$ cat config.mk
export PLATFORM = sky130hd
export DESIGN_NAME = golden_section_minimizer_top
export DESIGN_NICKNAME = d
export VERILOG_FILES = /design/src/hdl/gsm_pkg.sv /design/src/hdl/gsm_cfg.sv /design/src/hdl/gsm_ctrl.sv /design/src/hdl/gsm_dp.sv /design/src/hdl/golden_section_minimizer_top.sv
export SDC_FILE = /design/constraint.sdc
export NUM_CORES = 2
export LEC_CHECK = 0
export BUFFER_PORTS_ARGS = -buffer_cell sky130_fd_sc_hd__buf_2
export CORE_ASPECT_RATIO = 0.9
export CORE_MARGIN = 2
export CORE_UTILIZATION = 50
export DETAILED_ROUTE_END_ITERATION = 10
export PLACE_DENSITY = 0.75
export SYNTH_ARGS = -nofsm -noshare
export SYNTH_HDL_FRONTEND = slang
export SYNTH_SLANG_ARGS = --single-unit
$ cat constraint.sdc
create_clock -name clk -period 32.4 [get_ports clk]
set_input_delay 6.48 -clock clk [delete_from_list [all_inputs] [get_ports clk]]
set_output_delay 6.48 -clock clk [all_outputs]
set_load 0.1 [all_outputs]
$ cat src/hdl/gsm_pkg.sv
// Shared types and constants of the golden-section minimizer.
// Holds the controller states, the command and status structs and the register indexes.
// Used by every module of the block; depends on nothing.
`timescale 1ns / 1ps
`default_nettype none

package gsm_pkg;

  localparam int ITER_BITS = 10;
  localparam int CFG_IDX_W = 3;
  localparam int GOLD_W    = 32;

  // (3 - sqrt(5)) / 2 as an unsigned Q0.32 fraction.
  localparam logic [GOLD_W-1:0] GOLD_Q32 = 32'd1640531527;

  typedef enum logic [CFG_IDX_W-1:0] {
    CFG_QUAD  = 3'd0,
    CFG_LIN   = 3'd1,
    CFG_CONST = 3'd2,
    CFG_TOL   = 3'd3,
    CFG_ITER  = 3'd4
  } cfg_idx_t;

  typedef enum logic [2:0] {
    ST_IDLE,
    ST_OFFSET,
    ST_PROBE,
    ST_CHECK,
    ST_DECIDE,
    ST_FINISH
  } gsm_state_t;

  typedef struct packed {
    logic load_in;
    logic mul_offset;
    logic mul_slope;
    logic set_probes;
    logic shrink;
    logic load_out;
  } gsm_cmd_t;

  typedef struct packed {
    logic stop;
  } gsm_stat_t;

endpackage

`default_nettype wire

$ cat src/hdl/gsm_cfg.sv
// Configuration register file of the golden-section minimizer.
// Decodes writes on the configuration channel into the objective and stop registers.
// Depends on gsm_pkg for the register indexes and the iteration width.
`timescale 1ns / 1ps
`default_nettype none

module gsm_cfg
  import gsm_pkg::*;
#(
  parameter int DATA_WIDTH = 32,
  parameter int FRAC_BITS  = 16
) (
  input  wire logic                         clk,
  input  wire logic                         rst_n,
  input  wire logic                         cfg_valid,
  output logic                              cfg_ready,
  input  wire logic [CFG_IDX_W-1:0]         cfg_index,
  input  wire logic [DATA_WIDTH-1:0]        cfg_data,
  output logic signed [DATA_WIDTH-1:0]      quad_coeff,
  output logic signed [DATA_WIDTH-1:0]      lin_coeff,
  output logic [DATA_WIDTH-2:0]             tolerance,
  output logic [ITER_BITS-1:0]              max_iter
);

  localparam logic signed [DATA_WIDTH-1:0] QUAD_RST = DATA_WIDTH'(2 <<< FRAC_BITS);
  localparam logic signed [DATA_WIDTH-1:0] LIN_RST  = DATA_WIDTH'(-6 <<< FRAC_BITS);
  localparam logic [DATA_WIDTH-2:0]        TOL_RST  = (DATA_WIDTH-1)'(655);
  localparam logic [ITER_BITS-1:0]         ITER_RST = ITER_BITS'(64);

  logic signed [DATA_WIDTH-1:0] quad_r;
  logic signed [DATA_WIDTH-1:0] lin_r;
  logic [DATA_WIDTH-2:0]        tol_r;
  logic [ITER_BITS-1:0]         iter_r;

  assign cfg_ready = 1'b1;

  always_ff @(posedge clk) begin
    if (!rst_n) begin
      quad_r <= QUAD_RST;
      lin_r  <= LIN_RST;
      tol_r  <= TOL_RST;
      iter_r <= ITER_RST;
    end else if (cfg_valid) begin
      case (cfg_idx_t'(cfg_index))
        CFG_QUAD: quad_r <= cfg_data;
        CFG_LIN:  lin_r  <= cfg_data;
        // The constant term never moves the minimizer, so it is not stored.
        CFG_CONST: ;
        CFG_TOL:  tol_r  <= cfg_data[DATA_WIDTH-2:0];
        CFG_ITER: iter_r <= cfg_data[ITER_BITS-1:0];
        default: ;
      endcase
    end
  end

  assign quad_coeff = quad_r;
  assign lin_coeff  = lin_r;
  assign tolerance  = tol_r;
  assign max_iter   = iter_r;

endmodule

`default_nettype wire

$ cat src/hdl/gsm_ctrl.sv
// Controller state machine of the golden-section minimizer.
// Sequences offset, probe setup and the check/decide loop, and owns the result valid flag.
// Depends on gsm_pkg for the state enum and the command and status structs.
`timescale 1ns / 1ps
`default_nettype none

module gsm_ctrl
  import gsm_pkg::*;
(
  input  wire logic clk,
  input  wire logic rst_n,
  input  wire logic in_valid,
  output logic      in_ready,
  output logic      out_valid,
  input  wire logic out_ready,
  input  wire gsm_stat_t stat,
  output gsm_cmd_t  cmd
);

  gsm_state_t state_r, state_nxt;
  logic       out_valid_r, out_valid_nxt;
  logic       out_free;

  assign out_free = !out_valid_r || out_ready;

  always_comb begin
    state_nxt = state_r;
    case (state_r)
      ST_IDLE:   if (in_valid) state_nxt = ST_OFFSET;
      ST_OFFSET: state_nxt = ST_PROBE;
      ST_PROBE:  state_nxt = ST_CHECK;
      ST_CHECK:  state_nxt = stat.stop ? ST_FINISH : ST_DECIDE;
      ST_DECIDE: state_nxt = ST_CHECK;
      ST_FINISH: if (out_free) state_nxt = ST_IDLE;
      default:   state_nxt = ST_IDLE;
    endcase
  end

  always_comb begin
    cmd = '0;
    case (state_r)
      ST_IDLE:   cmd.load_in    = in_valid;
      ST_OFFSET: cmd.mul_offset = 1'b1;
      ST_PROBE:  cmd.set_probes = 1'b1;
      ST_CHECK:  cmd.mul_slope  = !stat.stop;
      ST_DECIDE: cmd.shrink     = 1'b1;
      ST_FINISH: cmd.load_out   = out_free;
      default:   cmd = '0;
    endcase
  end

  always_comb begin
    if (cmd.load_out) begin
      out_valid_nxt = 1'b1;
    end else if (out_ready) begin
      out_valid_nxt = 1'b0;
    end else begin
      out_valid_nxt = out_valid_r;
    end
  end

  always_ff @(posedge clk) begin
    if (!rst_n) begin
      state_r     <= ST_IDLE;
      out_valid_r <= 1'b0;
    end else begin
      state_r     <= state_nxt;
      out_valid_r <= out_valid_nxt;
    end
  end

  assign in_ready  = (state_r == ST_IDLE);
  assign out_valid = out_valid_r;

endmodule

`default_nettype wire

$ cat src/hdl/gsm_dp.sv
// Datapath of the golden-section minimizer.
// Holds the interval, both probes, the step counter, the shared multiplier and the result.
// Depends on gsm_pkg for the command and status structs and the golden-ratio constant.
`timescale 1ns / 1ps
`default_nettype none

module gsm_dp
  import gsm_pkg::*;
#(
  parameter int DATA_WIDTH = 32,
  parameter int FRAC_BITS  = 16
) (
  input  wire logic                          clk,
  input  wire gsm_cmd_t                      cmd,
  output gsm_stat_t                          stat,
  input  wire logic signed [DATA_WIDTH-1:0]  in_left_end,
  input  wire logic signed [DATA_WIDTH-1:0]  in_right_end,
  input  wire logic signed [DATA_WIDTH-1:0]  quad_coeff,
  input  wire logic signed [DATA_WIDTH-1:0]  lin_coeff,
  input  wire logic [DATA_WIDTH-2:0]         tolerance,
  input  wire logic [ITER_BITS-1:0]          max_iter,
  output logic signed [DATA_WIDTH-1:0]       out_minimizer,
  output logic [ITER_BITS-1:0]               out_steps_done,
  output logic                               out_converged
);

  localparam int DW  = DATA_WIDTH;
  localparam int AW  = DW + 2;
  localparam int BW  = ((DW > GOLD_W) ? DW : GOLD_W) + 1;
  localparam int PW  = AW + BW;
  localparam int CW  = DW + FRAC_BITS + 1;
  localparam int SW  = ((PW > CW) ? PW : CW) + 1;

  logic signed [DW-1:0]     lo_r, hi_r, x_r, y_r;
  logic [ITER_BITS-1:0]     steps_r;
  logic signed [PW-1:0]     prod_r;
  logic signed [DW-1:0]     min_r;
  logic [ITER_BITS-1:0]     steps_out_r;
  logic                     conv_r;

  logic signed [DW:0]       width_s;
  logic [DW:0]              width_mag;
  logic                     narrow;
  logic [ITER_BITS:0]       next_count;
  logic signed [DW:0]       probe_sum;
  logic signed [AW-1:0]     mul_a;
  logic signed [BW-1:0]     mul_b;
  logic [DW-1:0]            offset;
  logic signed [DW-1:0]     x_init;
  logic signed [SW-1:0]     slope_sum;
  logic                     slope_pos, slope_neg, left_smaller;
  logic signed [DW:0]       bound_sum;

  assign width_s   = {hi_r[DW-1], hi_r} - {lo_r[DW-1], lo_r};
  assign width_mag = width_s[DW] ? $unsigned(-width_s) : $unsigned(width_s);
  assign narrow    = width_mag < {1'b0, tolerance, 1'b0};

  assign next_count = {1'b0, steps_r} + (ITER_BITS+1)'(1);
  assign stat.stop  = narrow || !(next_count < {1'b0, max_iter});

  assign probe_sum = {x_r[DW-1], x_r} + {y_r[DW-1], y_r};

  always_comb begin
    if (cmd.mul_offset) begin
      mul_a = $signed({1'b0, width_mag});
      mul_b = $signed({{(BW-GOLD_W){1'b0}}, GOLD_Q32});
    end else begin
      mul_a = $signed({probe_sum[DW], probe_sum});
      mul_b = $signed({{(BW-DW){quad_coeff[DW-1]}}, quad_coeff});
    end
  end

  // Rounded offset: the product is in Q0.32 units, bit 31 rounds half up.
  assign offset = prod_r[DW+GOLD_W-1:GOLD_W] + DW'(prod_r[GOLD_W-1]);
  assign x_init = width_s[DW] ? (lo_r - $signed(offset)) : (lo_r + $signed(offset));

  assign slope_sum = SW'(prod_r) + (SW'(lin_coeff) <<< FRAC_BITS);
  assign slope_neg = slope_sum[SW-1];
  assign slope_pos = !slope_sum[SW-1] && (slope_sum != '0);
  assign left_smaller = ((x_r < y_r) && slope_pos) || ((x_r > y_r) && slope_neg);

  assign bound_sum = {lo_r[DW-1], lo_r} + {hi_r[DW-1], hi_r};

  always_ff @(posedge clk) begin
    if (cmd.mul_offset || cmd.mul_slope) begin
      prod_r <= mul_a * mul_b;
    end
    if (cmd.load_in) begin
      lo_r    <= in_left_end;
      hi_r    <= in_right_end;
      steps_r <= '0;
    end else if (cmd.set_probes) begin
      x_r <= x_init;
      y_r <= lo_r + hi_r - x_init;
    end else if (cmd.shrink) begin
      steps_r <= steps_r + ITER_BITS'(1);
      if (left_smaller) begin
        hi_r <= y_r;
        y_r  <= x_r;
        x_r  <= lo_r + y_r - x_r;
      end else begin
        lo_r <= x_r;
        x_r  <= y_r;
        y_r  <= x_r + hi_r - y_r;
      end
    end
    if (cmd.load_out) begin
      min_r       <= bound_sum[DW:1];
      steps_out_r <= steps_r;
      conv_r      <= narrow;
    end
  end

  assign out_minimizer  = min_r;
  assign out_steps_done = steps_out_r;
  assign out_converged  = conv_r;

endmodule

`default_nettype wire

$ cat src/hdl/golden_section_minimizer_top.sv
// Top level of the golden-section minimizer of a quadratic objective.
// Joins the configuration registers, the controller and the datapath.
// Depends on gsm_pkg, gsm_cfg, gsm_ctrl and gsm_dp.
//
// An item on the input channel gives an interval [left_end, right_end] in signed
// fixed point. The block searches it for the minimizer of the quadratic set by
// the configuration registers and returns one result item: the midpoint of the
// final interval, the number of shrink steps and a converged flag.
// The configuration channel is always ready; write it only while the block is idle.
// After an accept the controller passes through the offset and probe states, then
// loops check and decide once per shrink step: in check the shared multiplier forms
// the slope product, and in decide the interval is compared and shrunk. When check
// finds the stop condition, the finish state loads the result.
// One item is searched at a time; the next item is taken once the search ends,
// while the previous result may still be waiting in the output register.
// If the receiver stalls, the result holds and a finished search waits for the
// output register to empty before the block takes another item.
// Reset clears the controller and restores the register defaults.
`timescale 1ns / 1ps
`default_nettype none

module golden_section_minimizer_top
  import gsm_pkg::*;
#(
  parameter int DATA_WIDTH = 32,
  parameter int FRAC_BITS  = 16
) (
  input  wire logic                          clk,
  input  wire logic                          rst_n,
  input  wire logic                          in_valid,
  output logic                               in_ready,
  input  wire logic signed [DATA_WIDTH-1:0]  in_left_end,
  input  wire logic signed [DATA_WIDTH-1:0]  in_right_end,
  output logic                               out_valid,
  input  wire logic                          out_ready,
  output logic signed [DATA_WIDTH-1:0]       out_minimizer,
  output logic [ITER_BITS-1:0]               out_steps_done,
  output logic                               out_converged,
  input  wire logic                          cfg_valid,
  output logic                               cfg_ready,
  input  wire logic [CFG_IDX_W-1:0]          cfg_index,
  input  wire logic [DATA_WIDTH-1:0]         cfg_data
);

  logic signed [DATA_WIDTH-1:0] quad_coeff;
  logic signed [DATA_WIDTH-1:0] lin_coeff;
  logic [DATA_WIDTH-2:0]        tolerance;
  logic [ITER_BITS-1:0]         max_iter;
  gsm_cmd_t                     cmd;
  gsm_stat_t                    stat;

  gsm_cfg #(
    .DATA_WIDTH (DATA_WIDTH),
    .FRAC_BITS  (FRAC_BITS)
  ) u_cfg (
    .clk        (clk),
    .rst_n      (rst_n),
    .cfg_valid  (cfg_valid),
    .cfg_ready  (cfg_ready),
    .cfg_index  (cfg_index),
    .cfg_data   (cfg_data),
    .quad_coeff (quad_coeff),
    .lin_coeff  (lin_coeff),
    .tolerance  (tolerance),
    .max_iter   (max_iter)
  );

  gsm_ctrl u_ctrl (
    .clk       (clk),
    .rst_n     (rst_n),
    .in_valid  (in_valid),
    .in_ready  (in_ready),
    .out_valid (out_valid),
    .out_ready (out_ready),
    .stat      (stat),
    .cmd       (cmd)
  );

  gsm_dp #(
    .DATA_WIDTH (DATA_WIDTH),
    .FRAC_BITS  (FRAC_BITS)
  ) u_dp (
    .clk            (clk),
    .cmd            (cmd),
    .stat           (stat),
    .in_left_end    (in_left_end),
    .in_right_end   (in_right_end),
    .quad_coeff     (quad_coeff),
    .lin_coeff      (lin_coeff),
    .tolerance      (tolerance),
    .max_iter       (max_iter),
    .out_minimizer  (out_minimizer),
    .out_steps_done (out_steps_done),
    .out_converged  (out_converged)
  );

  // An accepted item keeps the block busy in the next cycle.
  a_busy_after_accept: assert property (@(posedge clk) disable iff (!rst_n)
    (in_valid && in_ready) |=> !in_ready)
    else $error("input accepted again right after an accept");

  // A new result appears only at the end of a search, never out of idle.
  a_result_from_search: assert property (@(posedge clk) disable iff (!rst_n)
    (cmd.load_out) |-> !in_ready)
    else $error("result loaded while the controller was idle");

  // Shrinking and loading a result never happen in the same cycle.
  a_cmd_exclusive: assert property (@(posedge clk) disable iff (!rst_n)
    $onehot0({cmd.load_in, cmd.mul_offset, cmd.set_probes, cmd.shrink, cmd.load_out}))
    else $error("conflicting datapath commands");

  // A probe setup is always followed by a loop check.
  a_probe_then_check: assert property (@(posedge clk) disable iff (!rst_n)
    cmd.set_probes |=> !(cmd.shrink || cmd.set_probes || cmd.load_in))
    else $error("probe setup not followed by a loop check");

endmodule

`default_nettype wire

[After elaboration in Yosys (flattened, before gate mapping)]
Index checks and enable logic that the tools add are counted.
Operators by class
  multiply operators: 1
  add/subtract/negate cells: 16
  equality and inequality tests: 12
  bitwise gates (word level): 2
  muxes and demuxes: 30
  order comparisons: 4
  reductions and logical operators: 28
Operators with widths (count)
  $mux W32: 15
  $add A32 B32 Y32: 4
  $sub A32 B32 Y32: 4
  $add A67 B48 Y68: 1
  $reduce_bool A68 Y1: 1
  $mul A34 B33 Y67: 1
  $add A32 B32 Y33: 2
  $mux W33: 2
  $mux W34: 1
  $lt A33 B32 Y1: 1
  $neg A33 Y33: 1
  $sub A32 B32 Y33: 1
  $add A32 B1 Y32: 1
  $gt A32 B32 Y1: 1
  $lt A32 B32 Y1: 1
  $pmux W3 S5: 1
  $reduce_and A2 Y1: 7
  $add A10 B1 Y11 const B: 1
  $lt A11 B10 Y1: 1
  $add A10 B1 Y10 const B: 1
  $eq A3 B2 Y1 const B: 3
  $eq A3 B3 Y1 const B: 3
  $mux W1: 9
  $reduce_bool A2 Y1: 4
  11 further kinds: 26
Storage, ports and cells
  register bits: 357
  bits of input ports: 104
  word-level logic and storage cells: 108
  output and inout bits: 46

[Logic depth before layout (Yosys ltp)]
  depth in word-level cells: 9
  mapped depth: 47
  mapped depth without buffers: 46

[Hierarchy]
A second synthesis with hierarchy kept.
Unflattened totals
  cell total of the unflattened synthesis: 8550
  area, all modules: 74674.1 um2
By module, submodules not included
  gsm_dp: cells an instance 8113, times used 1, area each 70309.9 um2, seq. area each 7347.0 um2
  gsm_cfg: cells an instance 405, times used 1, area each 4115.2 um2, seq. area each 2102.0 um2
  gsm_ctrl: cells an instance 32, times used 1, area each 249.0 um2, seq. area each 80.1 um2

[Least setup slack after synthesis]
Ideal clock, no wire load.
  path type: flip-flop to flip-flop
  start point: reg u_dp.lo_r[1]
  end point: reg u_dp.prod_r[0], enable pin
  cell stages (with the launch flop): 26
  data arrival time: 11429 ps
  data required time: 31725 ps
  buffers on the path: 0
  library setup time: 675 ps
  path slack: 20296 ps
  period minus slack after synthesis: 12104 ps
  cells stage by stage: edfxtp_1 > inv_1 > ha_1 > nor2b_1 > o21a_1 > o21ai_1 > a211o_1 > a2111oi_0 > a2111oi_2 > nand4b_1 > nor4_1 > a21oi_1 > xor2_1 > ha_1 > a21o_1 > a21o_1 > a21o_1 > a21o_1 > a21oi_1 > nor2b_1 > o21ai_0 > a211oi_1 > a211oi_1 > o21ai_0 > nor2_1 > o41ai_1
Between the ends
  word-level cells in the longest chain between the ends: 8
RTL lines
  from (decl): line gsm_dp.sv:34  | logic signed [DW-1:0] lo_r, hi_r, x_r, y_r;
  from (signal assigned): line gsm_dp.sv:89  | lo_r <= in_left_end;
  from (signal assigned): line gsm_dp.sv:102  | lo_r <= x_r;
  $sub A32 B32 Y33 *: line gsm_dp.sv:54  | assign width_s = {hi_r[DW-1], hi_r} - {lo_r[DW-1], lo_r};
  $neg A33 Y33: line gsm_dp.sv:55  | assign width_mag = width_s[DW] ? $unsigned(-width_s) : $unsigned(width_s);
  $mux W33 *: line gsm_dp.sv:55
  $lt A33 B32 Y1 *: line gsm_dp.sv:56  | assign narrow = width_mag < {1'b0, tolerance, 1'b0};
  via u_dp.narrow: line gsm_dp.sv:43  | logic narrow;
  $logic_or A1 B1 Y1 *: line gsm_dp.sv:59  | assign stat.stop = narrow || !(next_count < {1'b0, max_iter});
  $logic_not A1 Y1 *: line gsm_ctrl.sv:45  | ST_CHECK: cmd.mul_slope = !stat.stop;
  $mux W1 *: line gsm_ctrl.sv:41  | case (state_r)
  $logic_or A1 B1 Y1 *: line gsm_dp.sv:85  | if (cmd.mul_offset || cmd.mul_slope) begin
  to (signal assigned): line gsm_dp.sv:86  | prod_r <= mul_a * mul_b;
  to (decl): line gsm_dp.sv:36  | logic signed [PW-1:0] prod_r;
The timed path passes the listed nets; every way through them passes the cells marked *.
A chain may end at the register's enable or synchronous reset.

[Final worst setup path]
  start point: reg u_dp.lo_r[1]
  end point: reg u_dp.prod_r[65] (data pin)
Between the ends
  word-level cells in the longest chain between the ends: 5
RTL lines
  $sub A32 B32 Y33 *: line gsm_dp.sv:54
  $neg A33 Y33: line gsm_dp.sv:55
  $mux W33 *: line gsm_dp.sv:55
  $mux W34 *: line gsm_dp.sv:64  | if (cmd.mul_offset) begin
  $mul A34 B33 Y67 *: line gsm_dp.sv:86
Every way passes the cells marked *; elsewhere a longest branch is shown, timed or not.

==> impl_metrics.ini <==
[finish]
layout-drive-gt1-share_pct = 5.36
nets = 10400
nFillCells = 13400
syn2layout_area_growth_pct = 6.15
seq_area_sq_mm = 0.00953
multi_input_area_sq_mm = 0.0572

[timing]
min_period_over_period_pct = 43.2
rsz0062_at_grt = false
setup_violations = 0
slew_violations = 0
skew_ns = 0.0415
relSlewSlack_pct = 15.7
finalCriticalPeriod_ns = 13.99
worst_pin_slew_ns = 1.26
fin_tns_setup_ns = 0
finalHoldViolations = 0
fmax_mhz = 71.5

[worst_setup_path]
critPathLaunchType = flip-flop
slowest_delay_ns = 0.84
crit_path_frequent_cell = fa_1
end_kind = flip-flop
worstPathMaxFanout = 13
critPathKind = reg -> reg
crit_required_ns = 32.77
slowest_stage = and2_1
cp.arrival_ns = 14.36

[drt]
first_pass_iters = 8
viasPerCell = 5.95
vias = 62200
ant_nets = 0
drc_errors = 0
drt-initial-drc-count = 7065
routed_wl_um = 263000
wl_per_cell_um = 25.2

[floorplanning]
die_area_sq_mm = 0.151
io_pins = 150
die_y_um = 369
rows = 133
coreArea_sq_mm = 0.146
die_w_um = 409
start_util_pct = 50.5

[synth]
yosysMostFrequentCell = inv_1
synthTopCellsByCount = 1600 x inv_1, 1274 x fa_1, 1086 x nand2_1
synth_seq_area_share_pct = 12.9
yosys-top-cells-area = fa_1 35%, edfxtp_1 9.7%, ha_1 9.6%, inv_1 8.1%, nand2_1 5.5%
yosys_most_used_dff = edfxtp_1
yosysTopAreaCell = fa_1
syn_inst = 8475
async_flop_share_pct = 0
yosysWarningCount = 0
syn_nets = 10400
synth_top_cell_area_share_pct = 34.5
yosysUniqueCellTypes = 93
synth_edf_count = 238
synth_seq_cells = 357
postSynthAreaPerCell_sq_um = 8.71
syn_area_sq_mm = 0.0738

[placed_design]
port_buffers = 148
dp_hpwl_um = 213000
routabilityCongestion = 1.02

[min_path]
hp-class = reg -> reg

[clock_tree]
clk_path_buf_depth = 3
path_clk_slew_ns = 0.06
cts_root_buf = clkbuf_16
cts_tree = yes
clock_sinks = 357
cts_resized = 0
clock_latency_ns = 0.64
postCtsSetupBuffers = 0
ctsHoldBuffers = 0
cts-buffers-inserted = 43
ctsHtreeMaxLevel = 2

[grt]
overflow = 0
grt_util_met3_pct = 9.70
antenna_found_initial = 23
use_met1_pct = 47.1
grt_max_degree = 110
grt_use_total_pct = 34.7
grt_pass1_wl_um = 392000
busiest_layer = met2
gr-usage-met2_pct = 51.1
grt_pass1_vias = 62200

[run]
maxCapViolations = 0

[run_status]
status = finished, final reports clean
per-stage QoR:
stage | utilization (%) | cells | setup WS [ns] | hold WS, ns | instance area, sq um
after floorplan | - | 8475 | 20.30 | 0.436 | 73800
after global placement | 52.6 | 10400 | 18.97 | 0.457 | 76900
after detailed placement | 52.6 | 10400 | 18.73 | 0.465 | 76900
after CTS | 53.6 | 10400 | 18.68 | 0.476 | 78400
after global routing | 53.6 | 10400 | 17.83 | 0.498 | 78400
final | 53.6 | 10500 | 18.41 | 0.476 | 78400
critical path, delay by kind of cell (launching register included):
kind | cells | cell delay (ns)
AOI/OAI and AO/OA | 21 | 5.92
adders and majority gates | 10 | 4.82
xor gates and xnor gates | 2 | 0.43
and+or+nand+nor | 3 | 1.24
DFF | 1 | 0.52
buffers and inverters | 7 | 0.76
layer usage:
layer / wire length (um) / vias up
met2: 110000 / 3713
li1: - / 26800
met1: 103000 / 30800
met5: 117 / -
met4: 15900 / 16
met3: 33700 / 866
cell type report:
| cell class | instances | area share, % |
|---|---|---|
| antenna | 6 | 0.0192 |
| timing repair buffer | 283 | 2.27 |
| tap | 1957 | 3.12 |
| inverter | 1600 | 7.66 |
| multi-input combinational | 6169 | 73.0 |
| sequential | 357 | 12.2 |
| clock buffer | 54 | 1.49 |
| clock inverter | 25 | 0.302 |
state kept, by name (all words and copies together) (netlist names):
| signal | cells |
|---|---|
| u_cfg.max_iter | 10 |
| u_cfg.lin_coeff | 32 |
| u_dp.steps_r | 10 |
| u_cfg.quad_coeff | 32 |
| u_cfg.tolerance | 31 |
| u_dp.x_r | 32 |
| u_dp.y_r | 32 |
| u_ctrl.out_valid | 1 |
| u_dp.prod_r | 67 |
| u_dp.out_minimizer | 32 |
| u_ctrl.state_r | 3 |
| u_dp.hi_r | 32 |
| u_dp.lo_r | 32 |
| u_dp.out_converged | 1 |
| u_dp.out_steps_done | 10 |
placed cells by master, fill, tap and decap left out, types with 197 or more instances in the layout:
master    count
edfxtp_1    238
nor2_1      631
a21o_1      197
ha_1        568
o21ai_0     251
fa_1       1273
nand2_1    1083
xnor2_1     270
a21oi_1     394
inv_1      1600
final timing paths:
| check | start | to | slack, ns | cells after the start |
|---|---|---|---|---|
| worst max register to register | u_dp.lo_r[1] | u_dp.prod_r[65] | 18.41 | 43 |
| worst min register to register | u_cfg.tolerance[29] | u_cfg.tolerance[29] | 0.48 | 2 |
| worst min-delay path | u_cfg.tolerance[29] | u_cfg.tolerance[29] | 0.48 | 2 |
| worst max-delay path | u_dp.lo_r[1] | u_dp.prod_r[65] | 18.41 | 43 |
cell families after synthesis:
family | share of synthesized area, %
and+or+nand+nor | 14.6
buffers and inverters | 9.99
adders and majority gates | 44.2
AOI/OAI and AO/OA | 12.1
xor gates and xnor gates | 4.84
DFF | 12.9
muxes | 1.35
other | 0.00508
Power is left out: the tool's default activity adds up to more than one toggle a clock period on the data nets, which glitch-free logic cannot reach.
